**config.mk**
```make
export PLATFORM = sky130hd
export DESIGN_NAME = neighbor_table_with_aging
export DESIGN_NICKNAME = d
export VERILOG_FILES = /design/src/rtl/core/nta_pkg.sv /design/src/rtl/core/nta_store.sv /design/src/rtl/core/nta_cmp.sv /design/src/rtl/core/nta_seq.sv /design/src/rtl/core/neighbor_table_with_aging.sv
export SDC_FILE = /design/constraint.sdc
export NUM_CORES = 2
export LEC_CHECK = 0
export ABC_CLOCK_PERIOD_IN_PS = 11200
export BUFFER_PORTS_ARGS = -buffer_cell sky130_fd_sc_hd__buf_2
export CAP_MARGIN = 10
export CORE_ASPECT_RATIO = 0.75
export CORE_MARGIN = 2
export CORE_UTILIZATION = 62
export CTS_CLUSTER_DIAMETER = 120
export DETAILED_ROUTE_END_ITERATION = 8
export HOLD_SLACK_MARGIN = 0.12
export PLACE_DENSITY = 0.78
export SLEW_MARGIN = 20
export SYNTH_ARGS = -nofsm -noshare
export SYNTH_HDL_FRONTEND = slang
export SYNTH_SLANG_ARGS = --single-unit
```
**constraint.sdc**
```tcl
create_clock -name clk_i -period 11.2 [get_ports clk_i]
set_clock_uncertainty 0.05 [all_clocks]
set_input_delay 0.56 -clock clk_i [delete_from_list [all_inputs] [get_ports clk_i]]
set_output_delay 0.56 -clock clk_i [all_outputs]
set_load 0.1 [all_outputs]
```
**src/rtl/core/nta_pkg.sv**
```systemverilog
// Shared types and constants for the neighbor table with aging.
// Used by every module of the block; depends on nothing.
package nta_pkg;

  localparam int unsigned DEPTH = 16;
  localparam int unsigned IDX_W = (DEPTH > 1) ? $clog2(DEPTH) : 1;
  localparam int unsigned CNT_W = $clog2(DEPTH + 1);
  localparam logic [31:0] TIMEOUT_RESET = 32'd3000;
  localparam logic [15:0] ID_MAX = 16'hFFFF;
  localparam logic [15:0] ID_FIRST = 16'd1;

  localparam logic OP_SEEN  = 1'b0;
  localparam logic OP_SWEEP = 1'b1;

  typedef enum logic [1:0] {
    ST_REFRESH = 2'd0,
    ST_INSERT  = 2'd1,
    ST_DROP    = 2'd2,
    ST_SWEEP   = 2'd3
  } status_e;

  typedef struct packed {
    logic [63:0] addr_hi;
    logic [63:0] addr_lo;
    logic [31:0] last_seen;
    logic [15:0] id;
  } entry_t;

  typedef struct packed {
    logic             en;
    logic [IDX_W-1:0] idx;
    entry_t           entry;
  } wr_cmd_t;

  typedef struct packed {
    logic             en;
    logic [IDX_W-1:0] idx;
  } idx_cmd_t;

  typedef struct packed {
    logic live;
    logic match;
    logic id_gt;
    logic expired;
  } flags_t;

endpackage

```
**src/rtl/core/nta_store.sv**
```systemverilog
// Entry storage: one registered read port, one write port, one clear port, per-entry valid bits.
// Depends on nta_pkg.
module nta_store (
  input  logic              clk_i,
  input  logic              rst_ni,
  input  nta_pkg::idx_cmd_t rd_cmd_i,
  input  nta_pkg::wr_cmd_t  wr_cmd_i,
  input  nta_pkg::idx_cmd_t clr_cmd_i,
  output nta_pkg::entry_t   rd_entry_o,
  output logic              rd_live_o
);
  import nta_pkg::*;

  entry_t           mem_q [DEPTH];
  logic [DEPTH-1:0] valid_q;
  entry_t           rd_entry_q;
  logic             rd_live_q;

  always_ff @(posedge clk_i) begin
    if (wr_cmd_i.en) begin
      mem_q[wr_cmd_i.idx] <= wr_cmd_i.entry;
    end
    if (rd_cmd_i.en) begin
      rd_entry_q <= mem_q[rd_cmd_i.idx];
    end
  end

  always_ff @(posedge clk_i or negedge rst_ni) begin
    if (!rst_ni) begin
      valid_q   <= '0;
      rd_live_q <= 1'b0;
    end else begin
      if (rd_cmd_i.en) begin
        rd_live_q <= valid_q[rd_cmd_i.idx];
      end
      if (clr_cmd_i.en) begin
        valid_q[clr_cmd_i.idx] <= 1'b0;
      end
      if (wr_cmd_i.en) begin
        valid_q[wr_cmd_i.idx] <= 1'b1;
      end
    end
  end

  assign rd_entry_o = rd_entry_q;
  assign rd_live_o  = rd_live_q;

endmodule

```
**src/rtl/core/nta_cmp.sv**
```systemverilog
// Shared compare unit: checks one stored entry per cycle for match, id order and age.
// Depends on nta_pkg.
module nta_cmp (
  input  nta_pkg::entry_t entry_i,
  input  logic            live_i,
  input  logic [63:0]     addr_hi_i,
  input  logic [63:0]     addr_lo_i,
  input  logic [15:0]     max_id_i,
  input  logic [31:0]     limit_i,
  output nta_pkg::flags_t flags_o
);
  import nta_pkg::*;

  assign flags_o.live    = live_i;
  assign flags_o.match   = live_i && (entry_i.addr_hi == addr_hi_i)
                           && (entry_i.addr_lo == addr_lo_i);
  assign flags_o.id_gt   = live_i && (entry_i.id > max_id_i);
  assign flags_o.expired = live_i && (entry_i.last_seen <= limit_i);

endmodule

```
**src/rtl/core/nta_seq.sv**
```systemverilog
// Sequencer: walks all entries once per item through the shared compare unit,
// clearing expired entries on a sweep, then commits a seen update and issues the result. Depends on nta_pkg.
module nta_seq (
  input  logic              clk_i,
  input  logic              rst_ni,
  input  logic              start,
  output logic              busy,
  input  logic              opcode_i,
  input  logic [63:0]       addr_hi_i,
  input  logic [63:0]       addr_lo_i,
  input  logic [31:0]       now_i,
  input  logic [31:0]       timeout_i,
  input  nta_pkg::flags_t   flags_i,
  input  nta_pkg::entry_t   rd_entry_i,
  output logic [63:0]       addr_hi_o,
  output logic [63:0]       addr_lo_o,
  output logic [15:0]       max_id_o,
  output logic [31:0]       limit_o,
  output nta_pkg::idx_cmd_t rd_cmd_o,
  output nta_pkg::wr_cmd_t  wr_cmd_o,
  output nta_pkg::idx_cmd_t clr_cmd_o,
  output logic              result_valid_o,
  output logic [1:0]        status_o,
  output logic [15:0]       entry_id_o,
  output logic [4:0]        removed_count_o,
  output logic [4:0]        live_count_o
);
  import nta_pkg::*;

  typedef enum logic [1:0] {
    S_IDLE,
    S_SCAN,
    S_LAST,
    S_DONE
  } state_e;

  state_e           state_q;
  logic [IDX_W-1:0] cnt_q;
  logic             pend_q;
  logic [IDX_W-1:0] pidx_q;
  logic             op_q;
  logic [63:0]      addr_hi_q;
  logic [63:0]      addr_lo_q;
  logic [31:0]      now_q;
  logic [31:0]      limit_q;
  logic             any_q;
  logic [15:0]      max_id_q;
  logic             hit_q;
  logic [IDX_W-1:0] hit_idx_q;
  logic [15:0]      hit_id_q;
  logic             free_q;
  logic [IDX_W-1:0] free_idx_q;
  logic [CNT_W-1:0] removed_q;
  logic [CNT_W-1:0] live_q;
  logic             res_valid_q;
  status_e          res_status_q;
  logic [15:0]      res_id_q;
  logic [4:0]       res_removed_q;
  logic [4:0]       res_live_q;
  logic [15:0]      new_id;
  logic             do_insert;

  assign new_id    = !any_q ? ID_FIRST : (max_id_q == ID_MAX) ? ID_MAX : max_id_q + 16'd1;
  assign do_insert = (state_q == S_DONE) && (op_q == OP_SEEN) && !hit_q && free_q;

  always_comb begin
    rd_cmd_o.en  = (state_q == S_SCAN);
    rd_cmd_o.idx = cnt_q;

    clr_cmd_o.en  = pend_q && (op_q == OP_SWEEP) && flags_i.expired;
    clr_cmd_o.idx = pidx_q;

    wr_cmd_o.en                    = (state_q == S_DONE) && (op_q == OP_SEEN) && (hit_q || free_q);
    wr_cmd_o.idx                   = hit_q ? hit_idx_q : free_idx_q;
    wr_cmd_o.entry.addr_hi         = addr_hi_q;
    wr_cmd_o.entry.addr_lo         = addr_lo_q;
    wr_cmd_o.entry.last_seen       = now_q;
    wr_cmd_o.entry.id              = hit_q ? hit_id_q : new_id;
  end

  always_ff @(posedge clk_i or negedge rst_ni) begin
    if (!rst_ni) begin
      state_q       <= S_IDLE;
      cnt_q         <= '0;
      pend_q        <= 1'b0;
      pidx_q        <= '0;
      op_q          <= OP_SEEN;
      any_q         <= 1'b0;
      max_id_q      <= '0;
      hit_q         <= 1'b0;
      hit_idx_q     <= '0;
      hit_id_q      <= '0;
      free_q        <= 1'b0;
      free_idx_q    <= '0;
      removed_q     <= '0;
      live_q        <= '0;
      res_valid_q   <= 1'b0;
      res_status_q  <= ST_REFRESH;
      res_id_q      <= '0;
      res_removed_q <= '0;
      res_live_q    <= '0;
    end else begin
      res_valid_q <= 1'b0;
      pend_q      <= rd_cmd_o.en;
      pidx_q      <= cnt_q;

      if (pend_q) begin
        if (op_q == OP_SWEEP) begin
          if (flags_i.expired) begin
            removed_q <= removed_q + CNT_W'(1);
            live_q    <= live_q - CNT_W'(1);
          end
        end else if (flags_i.live) begin
          any_q <= 1'b1;
          if (flags_i.id_gt) begin
            max_id_q <= rd_entry_i.id;
          end
          if (!hit_q && flags_i.match) begin
            hit_q     <= 1'b1;
            hit_idx_q <= pidx_q;
            hit_id_q  <= rd_entry_i.id;
          end
        end else if (!free_q) begin
          free_q     <= 1'b1;
          free_idx_q <= pidx_q;
        end
      end

      case (state_q)
        S_IDLE: begin
          if (start) begin
            state_q   <= S_SCAN;
            cnt_q     <= '0;
            op_q      <= opcode_i;
            any_q     <= 1'b0;
            max_id_q  <= '0;
            hit_q     <= 1'b0;
            free_q    <= 1'b0;
            removed_q <= '0;
          end
        end
        S_SCAN: begin
          if (cnt_q == IDX_W'(DEPTH - 1)) begin
            state_q <= S_LAST;
          end else begin
            cnt_q <= cnt_q + IDX_W'(1);
          end
        end
        S_LAST: begin
          state_q <= S_DONE;
        end
        S_DONE: begin
          state_q       <= S_IDLE;
          res_valid_q   <= 1'b1;
          res_removed_q <= 5'(removed_q);
          res_id_q      <= '0;
          res_live_q    <= 5'(live_q);
          if (op_q == OP_SWEEP) begin
            res_status_q <= ST_SWEEP;
          end else if (hit_q) begin
            res_status_q <= ST_REFRESH;
            res_id_q     <= hit_id_q;
          end else if (free_q) begin
            res_status_q <= ST_INSERT;
            res_id_q     <= new_id;
          end else begin
            res_status_q <= ST_DROP;
          end
          if (do_insert) begin
            live_q     <= live_q + CNT_W'(1);
            res_live_q <= 5'(live_q + CNT_W'(1));
          end
        end
        default: begin
          state_q <= S_IDLE;
        end
      endcase
    end
  end

  always_ff @(posedge clk_i) begin
    if ((state_q == S_IDLE) && start) begin
      addr_hi_q <= addr_hi_i;
      addr_lo_q <= addr_lo_i;
      now_q     <= now_i;
      limit_q   <= now_i - timeout_i;
    end
  end

  assign busy            = (state_q != S_IDLE);
  assign addr_hi_o       = addr_hi_q;
  assign addr_lo_o       = addr_lo_q;
  assign max_id_o        = max_id_q;
  assign limit_o         = limit_q;
  assign result_valid_o  = res_valid_q;
  assign status_o        = res_status_q;
  assign entry_id_o      = res_id_q;
  assign removed_count_o = res_removed_q;
  assign live_count_o    = res_live_q;

endmodule

```
**src/rtl/core/neighbor_table_with_aging.sv**
```systemverilog
// Top level of the neighbor table with aging: timeout register, sequencer,
// compare unit and entry storage. Depends on nta_pkg, nta_seq, nta_cmp, nta_store.
//
// Usage:
//   Item channel: drive opcode_i, addr_hi_i, addr_lo_i and now_i with start high;
//   the item is taken at the rising edge where start is high and busy is low.
//   opcode_i selects a seen operation (insert or refresh) or an aging sweep.
//   Result channel: one result per item, shown for exactly one cycle with
//   result_valid_o high. The receiver cannot stall; it must take it then.
//   Operation: busy stays high while the sequencer walks every entry through the
//   compare unit, one entry per cycle over the single storage read port, then
//   waits for the last registered read and commits; the result is shown as busy
//   falls. A new item is taken only after the previous item has been walked and
//   committed.
//   Configuration: cfg_data_i writes the timeout when cfg_valid_i is high;
//   cfg_ready_o is always high. Write it only while the block is idle.
//   Reset: asynchronous, active low. The table comes up empty and the
//   timeout comes up at 3000 ticks.
module neighbor_table_with_aging (
  input  logic        clk_i,
  input  logic        rst_ni,
  input  logic        start,
  output logic        busy,
  input  logic        opcode_i,
  input  logic [63:0] addr_hi_i,
  input  logic [63:0] addr_lo_i,
  input  logic [31:0] now_i,
  input  logic        cfg_valid_i,
  output logic        cfg_ready_o,
  input  logic [31:0] cfg_data_i,
  output logic        result_valid_o,
  output logic [1:0]  status_o,
  output logic [15:0] entry_id_o,
  output logic [4:0]  removed_count_o,
  output logic [4:0]  live_count_o
);
  import nta_pkg::*;

  logic [31:0] timeout_q;
  flags_t      flags;
  entry_t      rd_entry;
  logic        rd_live;
  logic [63:0] key_hi;
  logic [63:0] key_lo;
  logic [15:0] max_id;
  logic [31:0] limit;
  idx_cmd_t    rd_cmd;
  wr_cmd_t     wr_cmd;
  idx_cmd_t    clr_cmd;

  assign cfg_ready_o = 1'b1;

  always_ff @(posedge clk_i or negedge rst_ni) begin
    if (!rst_ni) begin
      timeout_q <= TIMEOUT_RESET;
    end else if (cfg_valid_i && cfg_ready_o) begin
      timeout_q <= cfg_data_i;
    end
  end

  nta_seq u_seq (
    .clk_i           (clk_i),
    .rst_ni          (rst_ni),
    .start           (start),
    .busy            (busy),
    .opcode_i        (opcode_i),
    .addr_hi_i       (addr_hi_i),
    .addr_lo_i       (addr_lo_i),
    .now_i           (now_i),
    .timeout_i       (timeout_q),
    .flags_i         (flags),
    .rd_entry_i      (rd_entry),
    .addr_hi_o       (key_hi),
    .addr_lo_o       (key_lo),
    .max_id_o        (max_id),
    .limit_o         (limit),
    .rd_cmd_o        (rd_cmd),
    .wr_cmd_o        (wr_cmd),
    .clr_cmd_o       (clr_cmd),
    .result_valid_o  (result_valid_o),
    .status_o        (status_o),
    .entry_id_o      (entry_id_o),
    .removed_count_o (removed_count_o),
    .live_count_o    (live_count_o)
  );

  nta_cmp u_cmp (
    .entry_i   (rd_entry),
    .live_i    (rd_live),
    .addr_hi_i (key_hi),
    .addr_lo_i (key_lo),
    .max_id_i  (max_id),
    .limit_i   (limit),
    .flags_o   (flags)
  );

  nta_store u_store (
    .clk_i      (clk_i),
    .rst_ni     (rst_ni),
    .rd_cmd_i   (rd_cmd),
    .wr_cmd_i   (wr_cmd),
    .clr_cmd_i  (clr_cmd),
    .rd_entry_o (rd_entry),
    .rd_live_o  (rd_live)
  );

endmodule

```
Word level (Yosys, flattened, before mapping)
Memory sizes are Yosys's and may differ from the RTL's. A register that Yosys moved wholly into a read port is not among the register bits.
Index checks and enable logic that the tools add are counted.
Widths: inputs -> output; s select.
{"block": "totals", "regBits": 335, "latchBits": 0, "ram_bits": 2816, "mem_bits_ro": 0, "output_inout_bits": 31, "mem_count": 1}
{"memory": "u_store.mem_q", "depth": 16, "word_bits": 176, "rd": 1, "rd_clocked_by_memory_dff": 1, "write_ports": 1, "line": "nta_store.sv:14", "source": "entry_t mem_q [DEPTH];"}
{"block": "classes", "n_addsub": 6, "mul": 0, "div_mod_pow": 0, "magnitude_cmp": 7, "eq_ne": 10, "shifts": 0, "muxes": 60, "n_bitwise": 6, "n_reduce_logical": 24}
{"op": "$mux 16", "count": 14}
{"op": "$eq 64x64->1", "count": 2}
{"op": "$mux 5", "count": 11}
{"op": "$le 32x32->1", "count": 1}
{"op": "$sub 32x32->32", "count": 1}
{"op": "$mux 1", "count": 22}
{"op": "$add 16x1->16 const B", "count": 1}
{"op": "$and 16x16->16", "count": 1}
{"op": "$eq 16x16->1 const B", "count": 1}
{"op": "$gt 16x16->1", "count": 1}
{"op": "$not 16->16", "count": 1}
{"op": "$or 16x16->16", "count": 1}
{"op": "$lt 4x5->1 const B", "count": 3}
{"op": "$logic_and 1x1->1", "count": 14}
{"op": "$mux 4", "count": 3}
{"op": "$add 5x1->5 const B", "count": 2}
{"op": "$mux 2", "count": 5}
{"op": "$demux 1 s4", "count": 2}
{"op": "$ge 4x1->1 const B", "count": 2}
{"op": "$pmux 2 s4", "count": 1}
{"op": "$pmux 4 s2", "count": 1}
{"op": "$reduce_and 4->1", "count": 2}
{"op": "$ne 2x2->1 const B", "count": 3}
{"op": "$sub 5x1->5 const B", "count": 1}
{"op": "12 further kinds", "count": 17}

Longest topological paths before layout
{"block": "logic_depth", "word_depth": 10, "ltp_mapped": 12, "mapped_depth_nobuf": 12}

Modules after synthesis
From an unflattened synthesis, not the netlist that was laid out.
{"block": "hier_totals", "cells_unflattened": 5869, "hier_area_um2": 129150.1}
{"module": "nta_store", "instances": 1, "cells_per_inst": 4359, "area_each_um2": 112024.9, "seq_area_each_um2": 90271.6}
{"module": "nta_seq", "instances": 1, "cells_per_inst": 1030, "area_each_um2": 12944.9, "seq_area_each_um2": 8117.8}
{"module": "nta_cmp", "instances": 1, "cells_per_inst": 410, "area_each_um2": 2815.2, "seq_area_each_um2": 0.0}
{"module": "neighbor_table_with_aging", "instances": 1, "cells_per_inst": 70, "area_each_um2": 1365.1, "seq_area_each_um2": 809.5}

Worst setup path after synthesis
OpenSTA, ideal clock, no wires.
{"block": "synth_path", "kind": "reg2reg", "from": "reg u_seq.state_q[0]", "to": "mem u_store.mem_q[8][0] (netlist bit) (enable)", "arrival_time_ns": 9.072, "t_required_ns": 10.433, "path_slack_ns": 1.361, "stages_incl_launch_ff": 8, "synth_period_minus_slack_ns": 9.839, "cell_sequence": "dfrtp_1 -> ha_1 -> clkbuf_1 -> clkinv_1 -> nor2_1 -> o21a_1 -> o21ai_0 -> nor2_1"}
{"block": "synth_via", "elab_chain_cells": 5}
{"element": "start: declaration", "line": "nta_seq.sv:37", "source": "state_e state_q;"}
{"element": "start signal: assignment", "line": "nta_seq.sv:83", "source": "state_q <= S_IDLE;"}
{"element": "start signal: assignment", "line": "nta_seq.sv:132", "source": "state_q <= S_SCAN;"}
{"element": "start signal: assignment", "line": "nta_seq.sv:144", "source": "state_q <= S_LAST;"}
{"element": "$eq 2x2->1", "line": "nta_seq.sv:73", "source": "wr_cmd_o.en = (state_q == S_DONE) && (op_q == OP_SEEN) && (hit_q || free_q);"}
{"element": "$logic_and 1x1->1 (2 in a row)", "line": "nta_seq.sv:73"}
{"element": "$mux 1", "line": "nta_store.sv:20", "source": "if (wr_cmd_i.en) begin"}
{"element": "$mux 1 (not written as such)", "line": "nta_store.sv:21", "source": "mem_q[wr_cmd_i.idx] <= wr_cmd_i.entry;"}
{"element": "end: declaration", "line": "nta_store.sv:14"}
No other way between the ends.

Worst setup path in the final report
{"block": "layout_path", "from": "reg u_seq.state_q[0]", "to": "mem u_store.mem_q[13][173] (netlist bit) (enable)"}
Same word-level chain as after synthesis.

==> flow_metrics.py <==
metrics = {
    "run_status": {
        "outcome": "finished, final reports clean",
    },
    "clock_tree": {
        "clkLatencyLatePin_ps": 960,
        "cts-resized-gates": 0,
        "root_buffer": "clkbuf_16",
        "path_clk_slew_ps": 70,
        "clock_path_buffers": 4,
        "cts_tree": "done",
        "cts_sinks": 3327,
        "htree_num_levels": 5,
        "cts_buffers": 313,
    },
    "place": {
        "portBuffers": 226,
        "dp_hpwl_mm": 164,
        "placed_area_um2": 132000,
        "globalplace.congestion": 0.951,
        "place_inst": 8376,
    },
    "power_and_ir_drop": {
        "p_leak_nw": 46.5,
        "ir_worst_vdd_uv": 267,
        "power_density_nw_per_um2": 242,
    },
    "worst_setup_path": {
        "critPathCaptureType": "flop",
        "cpMaxStageDelayCell": "buf_4",
        "required_ps": 11690,
        "crit_type": "flop to flop",
        "crit_top_cell": "buf_4",
        "cp_num_buf_inv": 3,
        "critPathTopFamily": "buffers and inverters",
        "path_max_fanout": 45,
        "crit_chain": "ha_1, clkinv_1, nor2_1, o21a_1, nand2_1, nor2_4, buf_4, buf_4",
        "cp.arrival_ps": 5950,
        "cp-start-kind": "flop",
        "max_stage_delay_ps": 780,
    },
    "synth": {
        "synth_seq_area_share_pct": 77.9,
        "syn_avg_cell_area_um2": 22.9,
        "ys.flop_type": "edfxtp_1",
        "synth_cell_types": 79,
        "synthArstFlopShare_pct": 4.30,
        "syn_area_um2": 127000,
        "yosys_warnings": 0,
        "synth-seq-cells": 3327,
        "synthesis.nets": 5849,
        "synth_edf_count": 3184,
        "syn_inst": 5563,
    },
    "cells_and_area": {
        "drive_gt1_share_pct": 26.7,
        "final_common_cell": "edfxtp_1",
        "final_nets": 6478,
        "stdcell_count": 9106,
        "fin_util_pct": 70.1,
        "fin_area_um2": 144000,
        "area_growth_pct": 12.7,
        "final_cell_mix": "edfxtp_1, mux4_2, clkbuf_16",
    },
    "sta": {
        "tightest_slew_ps": 1200,
        "finalCriticalPeriod_ps": 5450,
        "final-max-slew-violation-count": 0,
        "setup_violations": 0,
        "setup_tns_ps": 0,
        "fmax_mhz": 183,
        "slew_headroom_pct": 20.3,
        "hold_violations": 0,
        "fin_crit_sh_pct": 48.7,
        "worst_hold_slack_ps": 165,
        "rsz0062_at_grt": "no",
    },
    "run": {
        "maxCapViolCount": 0,
    },
    "routing": {
        "wirelength_mm": 329,
        "viasPerCell": 7.04,
        "first_pass_iters": 7,
        "ant_nets": 0,
        "route.detailed.drc": 0,
        "dr_total_vias": 64100,
        "detail_route.wl_per_cell_um": 36.1,
        "drt_iter0_markers": 10200,
    },
    "global_route": {
        "track_usage_pct": 31.9,
        "grt_remaining_overflow": 0,
        "grt_max_degree": 152,
        "antenna_found_initial": 12,
        "grt_first_pass_wirelength_mm": 471,
        "grt_pass1_vias": 64300,
    },
    "floorplanning": {
        "initial_core_util_pct": 62.2,
        "die_area_um2": 209000,
        "die_h_um": 396,
        "die_w_um": 527,
        "num_rows": 144,
        "core_area_um2": 205000,
        "pin_count": 228,
    },
    "hold_path": {
        "hold_class": "input port to asynchronous set/reset pin",
    },
}
[state kept, by name (all words and copies together) (netlist names), 5 cells and up]
register and cells:
timeout_q 32, u_seq.live_q 5, u_seq.removed_q 5, u_seq.limit_o 32
u_seq.hit_id_q 16, u_seq.live_count_o 5, u_seq.entry_id_o 16, u_seq.max_id_o 16
u_store.rd_entry_o 176, u_seq.addr_hi_o 64, u_store.mem_q 2816, u_seq.addr_lo_o 64
u_seq.removed_count_o 5, u_store.valid_q 16, u_seq.now_q 32
[power by group]
group | switching [mW] | internal, mW | leakage (nW)
registers | 1.06 | 15.2 | 30.6
logic | 4.62 | 3.86 | 11.4
clock network | 4.50 | 5.46 | 4.50
total | 10.2 | 24.5 | 46.5
[synth_stat cells, types with 4 or more instances]
cell type / count / area [um^2]
xnor2_1: 67 / 587
a22oi_1: 14 / 105
edfxtp_1: 3184 / 95600
nor3_1: 13 / 65.1
o22ai_1: 26 / 163
mux4_2: 885 / 19900
a21boi_0: 4 / 30.0
nor2b_1: 16 / 100
a21oi_1: 73 / 365
o211ai_1: 8 / 60.1
ha_1: 88 / 1100
a21o_1: 56 / 420
and2_1: 5 / 31.3
and3_1: 11 / 68.8
mux2_2: 11 / 124
nand4_1: 33 / 206
nand2b_1: 13 / 81.3
a221o_1: 11 / 110
o21ai_0: 104 / 521
buf_1: 68 / 255
nor4_1: 13 / 81.3
inv_1: 171 / 642
o21a_1: 10 / 75.1
dfstp_2: 7 / 184
xor2_1: 36 / 315
clkbuf_1: 158 / 593
and4_1: 4 / 35.0
a2111oi_0: 4 / 35.0
o2bb2ai_1: 10 / 87.6
nor2_1: 69 / 259
a221oi_1: 9 / 78.8
mux2_4: 20 / 300
nand2_1: 99 / 372
a22o_1: 8 / 70.1
a31oi_1: 8 / 50.1
dfrtp_1: 136 / 3400
nand3_1: 45 / 225
[cell families after synthesis]
kind of cell             after synthesis  share of synthesized area, %
flip-flops                          3327                          77.9
multiplexers                         919                          16.0
buffers and inverters                409                          1.23
AO/OA/AOI/OAI                        376                          1.94
AND/OR/NAND/NOR                      339                          1.33
XOR/XNOR                             103                         0.708
adder cells (fa/ha/maj)               89                         0.880
other                                  1                       0.00294
[path summary, 6_finish.rpt]
kind | cells after the start | end | slack [ps] | startpoint
setup / recovery | 8 | u_store.mem_q[13][173] | 5750 | u_seq.state_q[0]
hold / removal | 2 | u_seq.live_count_o[3] | 160 | rst_ni
setup reg to reg | 8 | u_store.mem_q[13][173] | 5750 | u_seq.state_q[0]
hold reg to reg | 1 | u_store.valid_q[14] | 430 | u_store.valid_q[14]
max in group asynchronous | 3 | u_seq.hit_id_q[2] | 9690 | rst_ni
min in group clk_i | 4 | timeout_q[22] | 190 | cfg_valid_i
[cell type report]
type                    instances  area (um^2)
clock inverters               135          996
multi-input cells            1827        26700
well taps                    2701         3380
inverters                     176          668
flip-flops and latches       3327        99200
diodes                          5         12.5
fillers                     11400        61100
clock buffers                 388         8230
repair buffers                547         4310
[repair_timing]
action / CTS / global route
endpoints found under the hold margin: 269 / 0
buffers inserted: 0 / 0
hold buffers: 200 / 0
[per-layer routing]
metal | global-route usage, % | wire length (um) | vias up
li1 | - | - | 24600
met1 | 44.8 | 118000 | 33700
met2 | 50.7 | 160000 | 5055
met3 | 7.12 | 37900 | 786
met4 | 11.0 | 13000 | 4
met5 | 0.0920 | 30 | -
[through the flow]
stage	worst slack [ps]	total power, mW
4_1_cts	5730	34.7
2_1_floorplan	1360	21.9
3_5_place_dp	5780	24.5
3_3_place_gp	5840	24.3
5_1_grt	5450	35.6
6_report	5750	34.7
(Power assumes the default switching activity.)
